==> config.mk <==
export PLATFORM = sky130hd
export DESIGN_NAME = i2c_master_byte_sequencer_core
export DESIGN_NICKNAME = d
export VERILOG_FILES = /design/src/rtl/core/i2cbs_pkg.sv /design/src/rtl/core/i2cbs_cfg.sv /design/src/rtl/core/i2cbs_seq.sv /design/src/rtl/core/i2c_master_byte_sequencer_core.sv
export VERILOG_INCLUDE_DIRS = /design/src /design/src/rtl/core
export SDC_FILE = /design/constraint.sdc
export NUM_CORES = 1
export LEC_CHECK = 0
export ABC_AREA = 1
export CORE_MARGIN = 2
export CORE_UTILIZATION = 58
export DETAILED_ROUTE_END_ITERATION = 6
export DONT_BUFFER_PORTS = 1
export GPL_TIMING_DRIVEN = 0
export PLACE_DENSITY = 0.76
export SYNTH_ARGS = -nofsm -noshare
export SYNTH_HDL_FRONTEND = slang
export SYNTH_SLANG_ARGS = --single-unit
==> constraint.sdc <==
create_clock -name clk_i -period 2.99 [get_ports clk_i]
set_clock_uncertainty 0.05 [all_clocks]
set_input_delay 0.299 -clock clk_i [delete_from_list [all_inputs] [get_ports clk_i]]
set_output_delay 0.299 -clock clk_i [all_outputs]
set_load 0.005 [all_outputs]
==> src/rtl/core/i2c_master_byte_sequencer_core_defines.svh <==
// ----------------------------------------------------------------------------
// i2c master byte sequencer assertion macros
// concurrent assertion wrappers for the core rtl
// ----------------------------------------------------------------------------
`ifndef I2C_MASTER_BYTE_SEQUENCER_CORE_DEFINES_SVH
`define I2C_MASTER_BYTE_SEQUENCER_CORE_DEFINES_SVH

// same-cycle implication, disabled while reset is low
`define I2CBS_ASSERT_NOW(label, clk, rst_n, ante, cons, msg) \
  label: assert property (@(posedge clk) disable iff (!rst_n) (ante) |-> (cons)) \
    else $error(msg);

// next-cycle implication, disabled while reset is low
`define I2CBS_ASSERT_NEXT(label, clk, rst_n, ante, cons, msg) \
  label: assert property (@(posedge clk) disable iff (!rst_n) (ante) |=> (cons)) \
    else $error(msg);

`endif

==> src/rtl/core/i2cbs_pkg.sv <==
// ----------------------------------------------------------------------------
// i2cbs_pkg
// types and constants shared by the i2c master byte sequencer core
// ----------------------------------------------------------------------------
`timescale 1ns / 1ps

package i2cbs_pkg;

  // command codes
  localparam logic [2:0] OpNone  = 3'd0;
  localparam logic [2:0] OpStart = 3'd1;
  localparam logic [2:0] OpStop  = 3'd2;
  localparam logic [2:0] OpWrite = 3'd3;
  localparam logic [2:0] OpRead  = 3'd4;

  // register indexes (word address bit)
  localparam logic RegTicksPerUs = 1'b0;
  localparam logic RegAckTimeout = 1'b1;

  // register reset values
  localparam logic [9:0] TicksPerUsReset = 10'd50;
  localparam logic [9:0] AckTimeoutReset = 10'd250;

  typedef struct packed {
    logic [2:0] op;
    logic [7:0] tx_byte;
    logic       send_ack;
    logic       sda_in;
  } item_t;

  typedef struct packed {
    logic       scl_level;
    logic       sda_level;
    logic       sda_drive;
    logic       busy_res;
    logic       done_res;
    logic [7:0] rx_byte;
    logic       ack_fail;
  } result_t;

  typedef struct packed {
    logic drv;
    logic sda;
    logic scl;
  } pins_t;

endpackage

==> src/rtl/core/i2cbs_cfg.sv <==
// ----------------------------------------------------------------------------
// i2cbs_cfg
// apb register file: delay unit length and acknowledge timeout
// ----------------------------------------------------------------------------
`timescale 1ns / 1ps

module i2cbs_cfg (
  input  logic        clk_i,
  input  logic        rst_ni,
  input  logic        psel,
  input  logic        penable,
  input  logic        pwrite,
  input  logic [2:0]  paddr,
  input  logic [31:0] pwdata,
  output logic [31:0] prdata,
  output logic        pready,
  output logic [9:0]  ticks_per_us_o,
  output logic [9:0]  ack_timeout_o
);
  import i2cbs_pkg::*;

  logic [9:0] ticks_q, ticks_d;
  logic [9:0] tmo_q, tmo_d;
  logic       wr_en;

  assign pready = 1'b1;
  assign wr_en  = psel & penable & pwrite & pready;

  always_comb begin
    ticks_d = ticks_q;
    tmo_d   = tmo_q;
    if (wr_en) begin
      unique case (paddr[2])
        RegTicksPerUs: ticks_d = pwdata[9:0];
        RegAckTimeout: tmo_d   = pwdata[9:0];
        default: ;
      endcase
    end
  end

  always_comb begin
    unique case (paddr[2])
      RegTicksPerUs: prdata = {22'd0, ticks_q};
      RegAckTimeout: prdata = {22'd0, tmo_q};
      default:       prdata = '0;
    endcase
  end

  always_ff @(posedge clk_i or negedge rst_ni) begin
    if (!rst_ni) begin
      ticks_q <= TicksPerUsReset;
      tmo_q   <= AckTimeoutReset;
    end else begin
      ticks_q <= ticks_d;
      tmo_q   <= tmo_d;
    end
  end

  assign ticks_per_us_o = ticks_q;
  assign ack_timeout_o  = tmo_q;

endmodule

==> src/rtl/core/i2cbs_seq.sv <==
// ----------------------------------------------------------------------------
// i2cbs_seq
// pin sequencer state and one-tick next-state logic
// ----------------------------------------------------------------------------
`timescale 1ns / 1ps
`include "i2c_master_byte_sequencer_core_defines.svh"

module i2cbs_seq (
  input  logic              clk_i,
  input  logic              rst_ni,
  input  logic              step_i,
  input  i2cbs_pkg::item_t  item_i,
  input  logic [9:0]        ticks_per_us_i,
  input  logic [9:0]        ack_timeout_i,
  output i2cbs_pkg::result_t res_o
);
  import i2cbs_pkg::*;

  localparam logic [3:0] SIdle   = 4'd0;
  localparam logic [3:0] SStA    = 4'd1;
  localparam logic [3:0] SStB    = 4'd2;
  localparam logic [3:0] SSpA    = 4'd3;
  localparam logic [3:0] SSpB    = 4'd4;
  localparam logic [3:0] SWrLo   = 4'd5;
  localparam logic [3:0] SWrHi   = 4'd6;
  localparam logic [3:0] SWrFall = 4'd7;
  localparam logic [3:0] SAkRel  = 4'd8;
  localparam logic [3:0] SAkHi   = 4'd9;
  localparam logic [3:0] SAkPoll = 4'd10;
  localparam logic [3:0] SRdLo   = 4'd11;
  localparam logic [3:0] SRdHi   = 4'd12;
  localparam logic [3:0] SRaLo   = 4'd13;
  localparam logic [3:0] SRaHi   = 4'd14;

  logic [3:0] state_q, state_d;
  logic [3:0] bc_q, bc_d;
  logic [9:0] tick_q, tick_d;
  logic [2:0] units_q, units_d;
  logic [7:0] shift_q, shift_d;
  logic [9:0] poll_q, poll_d;
  pins_t      pin_q, pin_d;
  logic [7:0] rx_q, rx_d;
  logic       aerr_q, aerr_d;
  logic       ackc_q, ackc_d;

  logic [9:0] tpu;
  logic [9:0] tick_inc;
  logic [2:0] units_dec;
  logic [2:0] ent_units;
  logic [3:0] ent_step;
  logic       ent;
  logic       fin;

  // zero unit length behaves as one tick
  assign tpu = (ticks_per_us_i == 10'd0) ? 10'd1 : ticks_per_us_i;

  always_comb begin
    state_d   = state_q;
    bc_d      = bc_q;
    tick_d    = tick_q;
    units_d   = units_q;
    shift_d   = shift_q;
    poll_d    = poll_q;
    pin_d     = pin_q;
    rx_d      = rx_q;
    aerr_d    = aerr_q;
    ackc_d    = ackc_q;
    ent       = 1'b0;
    ent_step  = SIdle;
    ent_units = 3'd0;
    fin       = 1'b0;
    tick_inc  = tick_q + 10'd1;
    units_dec = (units_q != 3'd0) ? units_q - 3'd1 : units_q;

    if (step_i) begin
      if (state_q == SIdle) begin
        bc_d = 4'd0;
        case (item_i.op)
          OpStart: begin
            ent      = 1'b1;
            ent_step = SStA;
          end
          OpStop: begin
            ent      = 1'b1;
            ent_step = SSpA;
          end
          OpWrite: begin
            shift_d  = item_i.tx_byte;
            ent      = 1'b1;
            ent_step = SWrLo;
          end
          OpRead: begin
            ackc_d   = item_i.send_ack;
            shift_d  = 8'd0;
            ent      = 1'b1;
            ent_step = SRdLo;
          end
          default: ;
        endcase
      end else if (state_q == SAkPoll) begin
        if (!item_i.sda_in) begin
          pin_d.scl = 1'b0;
          aerr_d    = 1'b0;
          fin       = 1'b1;
        end else if (poll_q >= ack_timeout_i) begin
          // no acknowledge: flag it and release the bus with a stop
          aerr_d   = 1'b1;
          ent      = 1'b1;
          ent_step = SSpA;
        end else begin
          poll_d = poll_q + 10'd1;
        end
      end else begin
        tick_d = tick_inc;
        if (tick_inc >= tpu) begin
          tick_d  = 10'd0;
          units_d = units_dec;
          if (units_dec == 3'd0) begin
            unique case (state_q)
              SStA: begin
                ent      = 1'b1;
                ent_step = SStB;
              end
              SStB: begin
                pin_d.scl = 1'b0;
                fin       = 1'b1;
              end
              SSpA: begin
                ent      = 1'b1;
                ent_step = SSpB;
              end
              SWrLo: begin
                ent      = 1'b1;
                ent_step = SWrHi;
              end
              SWrHi: begin
                ent      = 1'b1;
                ent_step = SWrFall;
              end
              SWrFall: begin
                bc_d     = bc_q + 4'd1;
                ent      = 1'b1;
                ent_step = (bc_d < 4'd8) ? SWrLo : SAkRel;
              end
              SAkRel: begin
                ent      = 1'b1;
                ent_step = SAkHi;
              end
              SAkHi: begin
                ent      = 1'b1;
                ent_step = SAkPoll;
              end
              SRdLo: begin
                ent      = 1'b1;
                ent_step = SRdHi;
              end
              SRdHi: begin
                bc_d     = bc_q + 4'd1;
                ent      = 1'b1;
                ent_step = (bc_d < 4'd8) ? SRdLo : SRaLo;
              end
              SRaLo: begin
                ent      = 1'b1;
                ent_step = SRaHi;
              end
              SRaHi: begin
                pin_d.scl = 1'b0;
                rx_d      = shift_q;
                fin       = 1'b1;
              end
              default: fin = 1'b1;
            endcase
          end
        end
      end

      if (fin) begin
        state_d = SIdle;
        units_d = 3'd0;
        tick_d  = 10'd0;
      end

      if (ent) begin
        // entry actions of the next phase
        case (ent_step)
          SStA: begin
            pin_d     = '{drv: 1'b1, sda: 1'b1, scl: 1'b1};
            ent_units = 3'd4;
          end
          SStB: begin
            pin_d     = '{drv: 1'b1, sda: 1'b0, scl: 1'b1};
            ent_units = 3'd4;
          end
          SSpA: begin
            pin_d     = '{drv: 1'b1, sda: 1'b0, scl: 1'b0};
            ent_units = 3'd4;
          end
          SSpB: begin
            pin_d     = '{drv: 1'b1, sda: 1'b1, scl: 1'b1};
            ent_units = 3'd4;
          end
          SWrLo: begin
            pin_d     = '{drv: 1'b1, sda: shift_d[7], scl: 1'b0};
            shift_d   = {shift_d[6:0], 1'b0};
            ent_units = 3'd2;
          end
          SWrHi: begin
            pin_d.scl = 1'b1;
            ent_units = 3'd2;
          end
          SWrFall: begin
            pin_d.scl = 1'b0;
            ent_units = 3'd2;
          end
          SAkRel: begin
            pin_d     = '{drv: 1'b0, sda: 1'b1, scl: 1'b0};
            ent_units = 3'd1;
          end
          SAkHi: begin
            pin_d.scl = 1'b1;
            ent_units = 3'd1;
          end
          SAkPoll: begin
            poll_d    = 10'd0;
            ent_units = 3'd0;
          end
          SRdLo: begin
            pin_d     = '{drv: 1'b0, sda: 1'b1, scl: 1'b0};
            ent_units = 3'd2;
          end
          SRdHi: begin
            pin_d.scl = 1'b1;
            shift_d   = {shift_d[6:0], item_i.sda_in};
            ent_units = 3'd1;
          end
          SRaLo: begin
            pin_d     = '{drv: 1'b1, sda: ~ackc_d, scl: 1'b0};
            ent_units = 3'd2;
          end
          SRaHi: begin
            pin_d.scl = 1'b1;
            ent_units = 3'd2;
          end
          default: ;
        endcase
        state_d = ent_step;
        units_d = ent_units;
        tick_d  = 10'd0;
      end
    end
  end

  always_comb begin
    res_o.scl_level = pin_d.scl;
    res_o.sda_level = pin_d.drv ? pin_d.sda : 1'b1;
    res_o.sda_drive = pin_d.drv;
    res_o.busy_res  = (state_d != SIdle);
    res_o.done_res  = fin;
    res_o.rx_byte   = rx_d;
    res_o.ack_fail  = aerr_d;
  end

  always_ff @(posedge clk_i or negedge rst_ni) begin
    if (!rst_ni) begin
      state_q <= SIdle;
      bc_q    <= 4'd0;
      tick_q  <= 10'd0;
      units_q <= 3'd0;
      shift_q <= 8'd0;
      poll_q  <= 10'd0;
      pin_q   <= '{drv: 1'b1, sda: 1'b1, scl: 1'b1};
      rx_q    <= 8'd0;
      aerr_q  <= 1'b0;
      ackc_q  <= 1'b0;
    end else begin
      state_q <= state_d;
      bc_q    <= bc_d;
      tick_q  <= tick_d;
      units_q <= units_d;
      shift_q <= shift_d;
      poll_q  <= poll_d;
      pin_q   <= pin_d;
      rx_q    <= rx_d;
      aerr_q  <= aerr_d;
      ackc_q  <= ackc_d;
    end
  end

  `I2CBS_ASSERT_NOW(a_done_ends_seq, clk_i, rst_ni, res_o.done_res, (state_q != SIdle) && !res_o.busy_res, "done without a running sequence")
  `I2CBS_ASSERT_NOW(a_poll_bound, clk_i, rst_ni, state_q == SAkPoll, poll_q <= ack_timeout_i, "ack poll count past timeout")
  `I2CBS_ASSERT_NOW(a_bit_count_range, clk_i, rst_ni, 1'b1, bc_q <= 4'd8, "bit count past eight")
  `I2CBS_ASSERT_NOW(a_sda_released, clk_i, rst_ni, (state_q == SAkRel) || (state_q == SAkHi) || (state_q == SAkPoll) || (state_q == SRdLo) || (state_q == SRdHi), !pin_q.drv, "sda driven while slave owns it")

endmodule

==> src/rtl/core/i2c_master_byte_sequencer_core.sv <==
// ----------------------------------------------------------------------------
// i2c_master_byte_sequencer_core
// tick-driven i2c master byte controller: start, stop, write with ack wait,
// read with ack or nack, one input beat per bus tick
// ----------------------------------------------------------------------------
//   channel   direction  payload
//   s_axis    in         tick beat: op, tx_byte, send_ack, sda_in
//   m_axis    out        pin levels and status for that tick
//   apb       in/out     ticks_per_us (addr 0), ack_timeout (addr 4)
//
// every beat is one tick of the pin sequencer; it is registered, stepped
// through the sequencer logic once the output register can take it, and its
// result lands in that register; a new beat can be taken every cycle while
// m_axis does not stall
// the input and output registers are the only buffers: the input stage moves
// on as soon as the output register is empty or being drained, so a stall on
// m_axis holds s_axis after at most one beat
// reset is asynchronous, active low; registers come up at 50 and 250, the
// bus pins at scl high, sda high and driven
// ----------------------------------------------------------------------------
`timescale 1ns / 1ps

module i2c_master_byte_sequencer_core (
  input  logic        clk_i,
  input  logic        rst_ni,
  // slave side tick beats
  input  logic        s_axis_tvalid,
  output logic        s_axis_tready,
  input  logic [15:0] s_axis_tdata,   // tx_byte[7:0], send_ack[8], sda_in[9], zero[15:10]
  input  logic [2:0]  s_axis_tuser,   // op[2:0]
  // master side result beats
  output logic        m_axis_tvalid,
  input  logic        m_axis_tready,
  output logic [15:0] m_axis_tdata,   // scl_level[0], sda_level[1], sda_drive[2],
                                      // busy_res[3], done_res[4], rx_byte[12:5],
                                      // ack_fail[13], zero[15:14]
  // configuration
  input  logic        psel,
  input  logic        penable,
  input  logic        pwrite,
  input  logic [2:0]  paddr,
  input  logic [31:0] pwdata,
  output logic [31:0] prdata,
  output logic        pready
);
  import i2cbs_pkg::*;

  logic       in_v_q;
  item_t      in_item_q;
  logic       out_v_q;
  result_t    out_res_q;
  result_t    res;
  logic       adv;
  logic [9:0] ticks_per_us;
  logic [9:0] ack_timeout;

  // the registered beat advances into the sequencer when the output
  // register can take its result
  assign adv           = in_v_q & (~out_v_q | m_axis_tready);
  assign s_axis_tready = ~in_v_q | adv;

  always_ff @(posedge clk_i or negedge rst_ni) begin
    if (!rst_ni) begin
      in_v_q  <= 1'b0;
      out_v_q <= 1'b0;
    end else begin
      if (s_axis_tvalid && s_axis_tready) begin
        in_v_q <= 1'b1;
      end else if (adv) begin
        in_v_q <= 1'b0;
      end
      if (adv) begin
        out_v_q <= 1'b1;
      end else if (m_axis_tready) begin
        out_v_q <= 1'b0;
      end
    end
  end

  // payload registers, no reset needed
  always_ff @(posedge clk_i) begin
    if (s_axis_tvalid && s_axis_tready) begin
      in_item_q.op       <= s_axis_tuser;
      in_item_q.tx_byte  <= s_axis_tdata[7:0];
      in_item_q.send_ack <= s_axis_tdata[8];
      in_item_q.sda_in   <= s_axis_tdata[9];
    end
    if (adv) begin
      out_res_q <= res;
    end
  end

  i2cbs_cfg u_cfg (
    .clk_i          (clk_i),
    .rst_ni         (rst_ni),
    .psel           (psel),
    .penable        (penable),
    .pwrite         (pwrite),
    .paddr          (paddr),
    .pwdata         (pwdata),
    .prdata         (prdata),
    .pready         (pready),
    .ticks_per_us_o (ticks_per_us),
    .ack_timeout_o  (ack_timeout)
  );

  // sequencer state moves one tick per advanced beat
  i2cbs_seq u_seq (
    .clk_i          (clk_i),
    .rst_ni         (rst_ni),
    .step_i         (adv),
    .item_i         (in_item_q),
    .ticks_per_us_i (ticks_per_us),
    .ack_timeout_i  (ack_timeout),
    .res_o          (res)
  );

  assign m_axis_tvalid = out_v_q;
  assign m_axis_tdata  = {2'b00,
                          out_res_q.ack_fail,
                          out_res_q.rx_byte,
                          out_res_q.done_res,
                          out_res_q.busy_res,
                          out_res_q.sda_drive,
                          out_res_q.sda_level,
                          out_res_q.scl_level};

endmodule

Word-level counts from Yosys, hierarchy flattened
Cells that the tools add are included.

word-level totals
  flip-flop bits (word level) = 101
  bits in latches = 0
  RAM bits = 0
  memory bits (read-only) = 0
  memories = 0

operators by class
  add/sub/neg operators = 4
  $mul = 0
  div/mod/pow operators = 0
  order comparisons = 3
  eq/ne operators = 34
  shift operators = 0
  muxes and demuxes = 87
  bitwise gates (word level) = 9
  reduce and logical (&&, ||, !) cells = 29

operators by type and width
  cell                                                                    number
  10-bit 2-to-1 mux                                                       12
  8-bit 2-to-1 mux                                                        8
  32-bit case mux with 2 select lines                                     1
  4-bit 2-to-1 mux                                                        15
  4-bit equality test (second input constant)                             14
  4-bit case mux with 10 select lines                                     1
  1-bit 2-to-1 mux                                                        34
  8-bit case mux with 2 select lines                                      2
  4-bit by 3-bit equality test with 1-bit output (second input constant)  7
  3-bit 2-to-1 mux                                                        9
  10-bit by 1-bit adder with 10-bit output (second input constant)        2
  10-bit >= comparator                                                    2
  4-bit by 2-bit equality test with 1-bit output (second input constant)  4
  4-bit case mux with 4 select lines                                      1
  6-bit OR reduction                                                      2
  10-bit zero test                                                        1
  2-bit case mux with 5 select lines                                      1
  2-bit nonzero test                                                      5
  10-bit OR reduction                                                     1
  2-bit OR reduction                                                      5
  3-bit case mux with 3 select lines                                      1
  4-bit by 1-bit equality test with 1-bit output (second input constant)  2
  4-bit OR reduction                                                      2
  7-bit OR reduction                                                      1
  other kinds (23)                                                        33

Depth between registers and ports, before layout
Gate-level depths: netlist of run 1.

  word-level depth = 14
  gate-level depth with buffers = 23
  gate-level depth less buffers = 23

By module
From an unflattened synthesis of run 1, not the netlist that was laid out.

second synthesis, totals
  cells, all modules = 748
  area total of the unflattened synthesis = 6128.4 µm²

modules (own cells, without submodules)
  module                          instances  cells an instance  area each (µm²)
  i2cbs_seq                       1          559                4058.9
  i2cbs_cfg                       1          147                1144.8
  i2c_master_byte_sequencer_core  1          42                 924.6

Least setup slack after synthesis of run 1
OpenSTA, ideal clock, no wires.

  kind = register to register
  start = register u_seq.tick_q[2]
  end = register out_res_q (netlist bit m_axis_tdata[1]), data pin
  data arrival time = 2883 ps
  data required time = 2687 ps
  path slack = -196 ps
  cell stages (with the launch flop) = 23
  cell sequence = dfrtp_1 inv_1 nor3_1 nand3_1 nor2_1 nand3_1 xor2_1 inv_1 ha_1 nand2_1 inv_1 a21oi_1 nand4_2 nand2_1 nand3_4 inv_1 nand2_1 a21oi_1 nand2_1 nand2_1 nand2_1 nand2_1 nand2_1

between the ends
  word-level cells in the longest chain between the ends = 11
  elaborated cells between the ends (all ways) = 24
  those cells by class = add/sub (1); order compare (1); eq/ne (8); mux (11); reduce/logical (3)

ends and longest elaborated chain
  element                                       line                                  source
  start, declared                               i2cbs_seq.sv:37                       logic [9:0] tick_q, tick_d;
  start signal, assigned                        i2cbs_seq.sv:278                      tick_q <= tick_d;
  10-bit by 1-bit adder with 10-bit output (*)  i2cbs_seq.sv:72                       tick_inc = tick_q + 10'd1;
  10-bit >= comparator (*)                      i2cbs_seq.sv:115                      if (tick_inc >= tpu) begin
  4-bit 2-to-1 mux                              i2cbs_seq.sv:115
  4-bit 2-to-1 mux                              i2cbs_seq.sv:100                      end else if (state_q == SAkPoll) begin
  4-bit 2-to-1 mux                              i2cbs_seq.sv:76                       if (state_q == SIdle) begin
  4-bit 2-to-1 mux                              i2cbs_seq.sv:75                       if (step_i) begin
  4-bit equality test (tied with other cells)   i2cbs_seq.sv:185                      case (ent_step)
  2-bit OR reduction (no source line)           --
  2-bit case mux with 5 select lines            i2cbs_seq.sv:185
  3-bit 2-to-1 mux (*)                          i2cbs_seq.sv:183                      if (ent) begin
  3-bit 2-to-1 mux (*)                          i2cbs_seq.sv:75
  end signal, assigned                          i2c_master_byte_sequencer_core.sv:89  out_res_q <= res;
  end, declared                                 i2c_master_byte_sequencer_core.sv:51  result_t out_res_q;

Mark *: on every way between the ends. The rest lies on a longest branch, timed or not. The select of a mux whose other input is x is not followed.
A chain may end at the register's enable or synchronous reset.

==> results of run 1 <==
worst max path at each step:
stage	to	slack [ps]	cells past startpoint
after floorplan	m_axis_tdata[1]	-40	22
after global placement	m_axis_tdata[0]	-450	19
after detailed placement	m_axis_tdata[1]	-500	22
after CTS	m_axis_tdata[1]	-270	22
after global routing	m_axis_tdata[0]	-670	22
final	m_axis_tdata[0]	-550	22
layout make-up:
class                      count  share of cell area
timing repair buffer          50              0.0645
buffer                        39              0.0400
inverter                     121              0.0636
sequential                   101               0.363
clock buffer                   9              0.0168
clock inverter                 7              0.0105
multi-input combinational    511               0.418
tap                          136              0.0231
cell usage after synthesis (all sizes together):
| master | instances | area [sq um] |
|---|---|---|
| clkinv | 2 | 10.0 |
| a21o | 1 | 7.51 |
| dfrtp | 62 | 1550 |
| o311ai | 2 | 17.5 |
| nand3 | 52 | 295 |
| edfxtp | 27 | 811 |
| nor2 | 68 | 315 |
| o21ai | 73 | 365 |
| a22oi | 7 | 52.6 |
| nor4 | 2 | 27.5 |
| dfstp | 12 | 315 |
| nand3b | 2 | 15.0 |
| nor3 | 4 | 20.0 |
| o22ai | 2 | 12.5 |
| conb | 2 | 7.51 |
| o211ai | 1 | 7.51 |
| nand2 | 195 | 784 |
| and3 | 1 | 6.26 |
| buf | 30 | 224 |
| nand4 | 7 | 50.1 |
| clkbuf | 9 | 63.8 |
| a21boi | 1 | 7.51 |
| inv | 119 | 449 |
| xnor2 | 1 | 8.76 |
| a211oi | 1 | 7.51 |
| mux2i | 2 | 20.0 |
| a21oi | 15 | 75.1 |
| nor3b | 1 | 7.51 |
| mux2 | 1 | 11.3 |
| xor2 | 14 | 123 |
| a31oi | 4 | 25.0 |
| o31ai | 2 | 15.0 |
| ha | 26 | 325 |
cell families (layout without fill, tap and decap cells):
logic type | Yosys count | after routing | synth area share
DFF | 101 | 101 | 0.444
muxes | 3 | 3 | 0.00518
AOI/OAI and AO/OA | 109 | 109 | 0.0983
adders and majority gates | 26 | 26 | 0.0539
other | 2 | 25 | 0.00124
and+or+nand+nor | 332 | 333 | 0.252
xor gates and xnor gates | 15 | 15 | 0.0218
buffers and inverters | 160 | 226 | 0.124
per-stage QoR:
stage	setup slack, ps	total power [mW]	TNS (ps)	std cells	instance area, sq um
finish	-553	5.32	-16820	974	7380
global route	-669	5.69	-25420	974	7380
CTS	-267	5.05	-5180	969	7110
detailed placement	-498	3.87	-16330	907	6330
global placement	-452	3.77	-13250	907	6330
floorplan	-35.6	3.43	-44.8	771	6160
critical path: stages (launching register included):
cell and delay [ps]:
dfrtp_1 410, inv_2 70, nor3_4 210, nand3_2 150, nor2_4 180, nand3_2 110, xor2_2 180, inv_1 90
ha_4 230, nand2_2 80, nand2_2 80, a21oi_4 150, nand4_4 220, nand2_2 170, nand3_4 190, inv_4 130
nor2_2 50, nand2_1 80, nand2_2 80, nor2_2 90, nand3_1 80, nor2_1 140, nor2_2 70
routing by layer:
| layer | part of all wire | wire length [um] |
|---|---|---|
| met5 | 0 | 0 |
| met4 | 0.026 | 378 |
| met3 | 0.065 | 940 |
| met2 | 0.48 | 6990 |
| met1 | 0.42 | 6120 |
state kept, by name (all words and copies together), names as in the netlist, 3 cells and up:
register              count
in_item_q                13
m_axis_tdata             14
u_cfg.ack_timeout_o      10
u_cfg.ticks_per_us_o     10
u_seq.bc_q                4
u_seq.pin_q               3
u_seq.poll_q             10
u_seq.rx_q                8
u_seq.shift_q             8
u_seq.state_q             4
u_seq.tick_q             10
u_seq.units_q             3
power breakdown:
group	internal (mW)	leakage [nW]	total (mW)	switching (mW)
Sequential	1.76	1.18	1.99	0.229
Clock	0.331	0.0983	0.891	0.560
Combinational	0.912	2.39	2.43	1.52
timing repair:
item	in CTS	in global routing
hold buffers	22	0
setup buffers	23	6
cloned	1	0
setup endpoints to repair	61	63
endpoints found under the hold margin	96	0
pin swaps	29	25
resized for setup	38	76
==> metrics.md, run 1 <==
| Metric | Value |
|---|---|
| # fillers | 777 |
| Layout cell share with drive strength beyond 1 | 0.243 |
| Hold Fails Final Rpt | 0 |
| Most common cell after layout, fill and taps aside | nand2_1 |
| CTS Root Buffer Type | clkbuf_8 |
| CTS HTree Levels | 3 |
| Seq. cell area | 2680 sq um |
| Synth Register Bits | 101 |
| Slew @ Worst Pin | 501 ps |
| HP Class | input port to flip-flop |
| Final ANT Viol Nets | 0 |
| DR vias/cell | 5.41 |
| RR Endpoint | m_axis_tdata[0] |
| I/O Pins | 112 |
| Peak Freq | 282 MHz |
| Met1 usage | 0.343 |
| Largest net degree at the start of global routing | 75 |
| Yosys Warn Count | 0 |
| DR vias | 5266 |
| DIE WIDTH | 106 um |
| Post-route DRC violation count | 0 |
| CTS sink count | 101 |
| Final Max Slew Viols | 0 |
| Tmin final | 3540 ps |
| Placeable Area | 10200 sq um |
| MaxCap Viol Count | 0 |
| Outcome | complete, but fails checks |
| Leak | 3.67 nW |
| Mapped Area | 6030 sq um |
| Global Route Usage Sum | 0.259 |
| R2R setup slack | -550 ps |
| Sequential area share after synthesis | 0.444 |
| Vias in the first global route | 5002 |
| Cts bufs inserted | 9 |
| Syn avg cell area | 8.07 sq um |
| Final setup fails | 58 |
| Port Buffers | 0 |
| Layout Nets | 920 |
| Final core occ | 0.721 |
| Arr. time, crit path | 3660 ps |
| Pwr dens | 721 nW/um^2 |
| Mapped Cells | 748 |
| Worst R2R Path Depth | 22 |
| Global-route wire length before repair | 23.0 mm |
| Row count | 37 |
| Routing usage on met3 | 0.0466 |
| WHS Endpoint | u_cfg.ticks_per_us_o[0] |
| Grt total ovfl | 0 |
| Hold Crit Start | pwdata[0] |
| Die ar. | 11200 sq um |
| Initial antenna violation count | 0 |
| RSZ-0062 raised after global routing | yes |
| CP Capture Type | flip-flop |
| Crit path max fanout | 6 |
| GR peak layer | met2 |
| Initial DRC count | 374 |
| Post-route clock period utilization | 1.18 |
| Grt met2 use | 0.416 |
| Syn-to-layout area delta | 22.2% |
| First-pass detailed-route iteration total | 6 |
| CP required | 3100 ps |
| Die height | 106 um |
| Most used cells in the layout excluding fill and tap cells | nand2_1, inv_1, dfrtp_1 |
| Worst vdd ir | 427 uV |
| Failing checks | setup timing |
| Diode count | 0 |
| Gpl congestion | 0.917 |
| Routed length per instance | 14.8 um |
| Worst flop-to-flop path startpoint | u_seq.tick_q[0] |
| Initial Util | 0.590 |
| Relative slew slack | 0.666 |
| HPWL Detailed | 9.58 mm |
| Start point of the critical path | u_seq.tick_q[0] |
| CTS tree | yes |
| Minimum hold slack | 21.9 ps |
| Routed WL | 14.4 mm |
| Clk pin slew, worst setup/hold paths | 110 ps |
| Setup CP Type | flip-flop to flip-flop |
| CP Launch Type | flip-flop |
| Multi-input logic area | 3090 sq um |
| Worst hold stages | 2 |
| Worst skew pair latency | 400 ps |
| Deepest clock path buffer count | 2 |
| Final setup margin | -553 ps |
| Synth unique cells | 49 |
(Power assumes the default switching activity.)
==> inputs of run 2 (changes only) <==
Settings changed: SETUP_SLACK_MARGIN set to 0.5.
==> run 2 against run 1 <==
  * The flow still finishes with violations (setup timing)
  * Via count shrank 1.3%
  * Worst hold slack worse by 1.0 ps
  * Die area unchanged
  * Flip-flop and latch count unchanged
  * Largest cell class unchanged
  * Highest routed layer unchanged
==> metrics.md, run 2 (same netlist as run 1, synthesis figures left out) <==
| Metric | Value |
|---|---|
| Outcome | complete, but fails checks (unchanged) |
| Failing checks | setup timing (unchanged) |
| CP required | 3240 ps (was 3100 ps) |
| Layout cell share with drive strength beyond 1 | 0.243 (about the same) |
| I/O Pins | 112 (unchanged) |
| HP Class | input port to flip-flop (unchanged) |
| Final Cell Area | 7410 sq um (was 7380 sq um) |
| CTS sink count | 101 (unchanged) |
| RR Endpoint | u_seq.shift_q[7] (was m_axis_tdata[0]) |
| Leak | 3.67 nW (about the same) |
| DIE WIDTH | 106 um (unchanged) |
| Hold Fails Final Rpt | 0 (unchanged) |
| Largest net degree at the start of global routing | 75 (unchanged) |
| Post-route clock period utilization | 1.12 (was 1.18) |
| Met2 wire len | 6.95 mm (was 6.99 mm) |
| Largest register FFs | 14 (unchanged) |
| RSZ-0062 raised after global routing | yes (unchanged) |
| Peak Freq | 298 MHz (was 282 MHz) |
| Final Max Slew Viols | 0 (unchanged) |
| Global-route wire length before repair | 23.4 mm (was 23.0 mm) |
| Most common cell after layout, fill and taps aside | nand2_1 (unchanged) |
| Gpl congestion | 0.906 (was 0.917) |
| Initial DRC count | 317 (was 374) |
| Cts bufs inserted | 9 (unchanged) |
| Initial Util | 0.590 (unchanged) |
| Final setup margin | -365 ps (was -553 ps) |
| DR vias | 5197 (was 5266) |
| Clk pin slew, worst setup/hold paths | 100 ps (was 110 ps) |
| Tmin final | 3350 ps (was 3540 ps) |
| Setup crit end | u_seq.shift_q[7] (was m_axis_tdata[0]) |
| Top Layer Used | met4 (unchanged) |
| Arr. time, crit path | 3610 ps (was 3660 ps) |
| Pwr dens | 721 nW/um^2 (about the same) |
| Worst vdd ir | 431 uV (was 427 uV) |
| Final ANT Viol Nets | 0 (unchanged) |
| MaxCap Viol Count | 0 (unchanged) |
| CTS tree | yes (unchanged) |
| CTS HTree Levels | 3 (unchanged) |
| Met3 wire len | 839 um (was 940 um) |
| Die ar. | 11200 sq um (unchanged) |
| Row count | 37 (unchanged) |
| CP Capture Type | flip-flop (unchanged) |
| Initial antenna violation count | 0 (unchanged) |
| HPWL Detailed | 9.54 mm (was 9.58 mm) |
| Final setup fails | 48 (was 58) |
| Start point of the critical path | u_seq.tick_q[0] (unchanged) |
| DR vias/cell | 5.36 (was 5.41) |
| Syn-to-layout area delta | 22.7% (was 22.2%) |
| Vias in the first global route | 5138 (was 5002) |
| R2R setup slack | -360 ps (was -550 ps) |
| Global Route Usage Sum | 0.259 (about the same) |
| Post-route DRC violation count | 0 (unchanged) |
| Worst flop-to-flop path startpoint | u_seq.tick_q[0] (unchanged) |
| Deepest clock path buffer count | 2 (unchanged) |
| First-pass detailed-route iteration total | 5 (was 6) |
| Non-filler instance count after layout | 970 (was 974) |
| Routed WL | 14.2 mm (was 14.4 mm) |
| Port Buffers | 0 (unchanged) |
| Setup CP Type | flip-flop to flip-flop (unchanged) |
| Most used cells in the layout excluding fill and tap cells | nand2_1, inv_1, dfrtp_1 (unchanged) |
| Layout Nets | 916 (was 920) |
| Setup WS pre-CTS | -550 ps (was -498 ps) |
| Worst skew pair latency | 400 ps (about the same) |
| Placed instance count | 907 (unchanged) |
| M1 WL | 5.89 mm (was 6.12 mm) |
| CP Launch Type | flip-flop (unchanged) |
| Cell area after placement | 6340 sq um (was 6330 sq um) |
| Grt total ovfl | 0 (unchanged) |
| Placeable Area | 10200 sq um (unchanged) |
| Diode count | 0 (unchanged) |
| Die height | 106 um (unchanged) |
| Worst R2R Path Depth | 22 (unchanged) |
| CTS Root Buffer Type | clkbuf_8 (unchanged) |
| Crit path max fanout | 6 (unchanged) |
| Routed length per instance | 14.6 um (was 14.8 um) |
[run 2: timing repair]
action | in CTS | in global routing
hold endpoints to repair | 96 | 0
hold buffers | 21 | 0
endpoints found under the setup margin | 63 | 63
cloned | 0 | 1
pin swaps | 27 | 24
setup buffers | 20 | 5
resized for setup | 56 | 57
[run 2: area by class of cell]
cell class                 instances  area, sq um
fill                             743         2830
clock buffer                       9          124
tap                              136          170
multi-input combinational        511         3140
buffer                            39          299
inverter                         121          472
clock inverter                     7         91.3
sequential                       101         2680
timing repair buffer              46          430
[run 2: stage by stage]
stage / power [mW] / setup TNS [ps] / hold slack (ps) / util
after global placement: 3.78 / -11230 / -45.3 / 0.620
after detailed placement: 3.88 / -16810 / -45.6 / 0.620
after CTS: 5.12 / -5780 / 12.5 / 0.696
after global routing: 5.71 / -16050 / 32.0 / 0.724
final: 5.34 / -7340 / 20.9 / 0.724
after floorplan: 3.43 / -44.8 / -46.6 / -
[run 2: metal layers]
| layer | global-route usage | up-vias |
|---|---|---|
| li1 | - | 2517 |
| met1 | 0.333 | 2442 |
| met2 | 0.435 | 193 |
| met3 | 0.0374 | 45 |
| met4 | 0.117 | 0 |
| met5 | 0 | - |
[run 2: worst min path at each step]
stage                          from                 endpoint  slack (ps)  cells after the start
after floorplan              rst_ni                   in_v_q         -50                      0
after CTS                 pwdata[3]   u_cfg.ack_timeout_o[3]          10                      2
final                     pwdata[3]   u_cfg.ack_timeout_o[3]          20                      2
after global routing      pwdata[9]   u_cfg.ack_timeout_o[9]          30                      2
after detailed placement     rst_ni  u_cfg.ticks_per_us_o[0]         -50                      0
after global placement       rst_ni  u_cfg.ticks_per_us_o[0]         -50                      0
[run 2: critical path, cell delays in order, from the launching register on]
cell	delay, ps
dfrtp_1	420
inv_2	80
nor3_4	200
nand3_2	120
nor2_4	140
buf_4	140
xor2_4	180
ha_4	230
nand2_1	60
nand2_1	80
a21oi_4	170
nand4_4	200
nand2_4	130
nand3_4	150
inv_6	130
nand2_4	80
buf_6	130
nor2_4	120
buf_4	150
nor2_4	40
nand2_1	60
nand3_1	80
o21ai_1	120
[run 2: power breakdown]
part           total [mW]  internal (mW)  switching [mW]
Combinational        2.37          0.874            1.50
Clock               0.958          0.409           0.549
Sequential           2.00           1.76           0.242
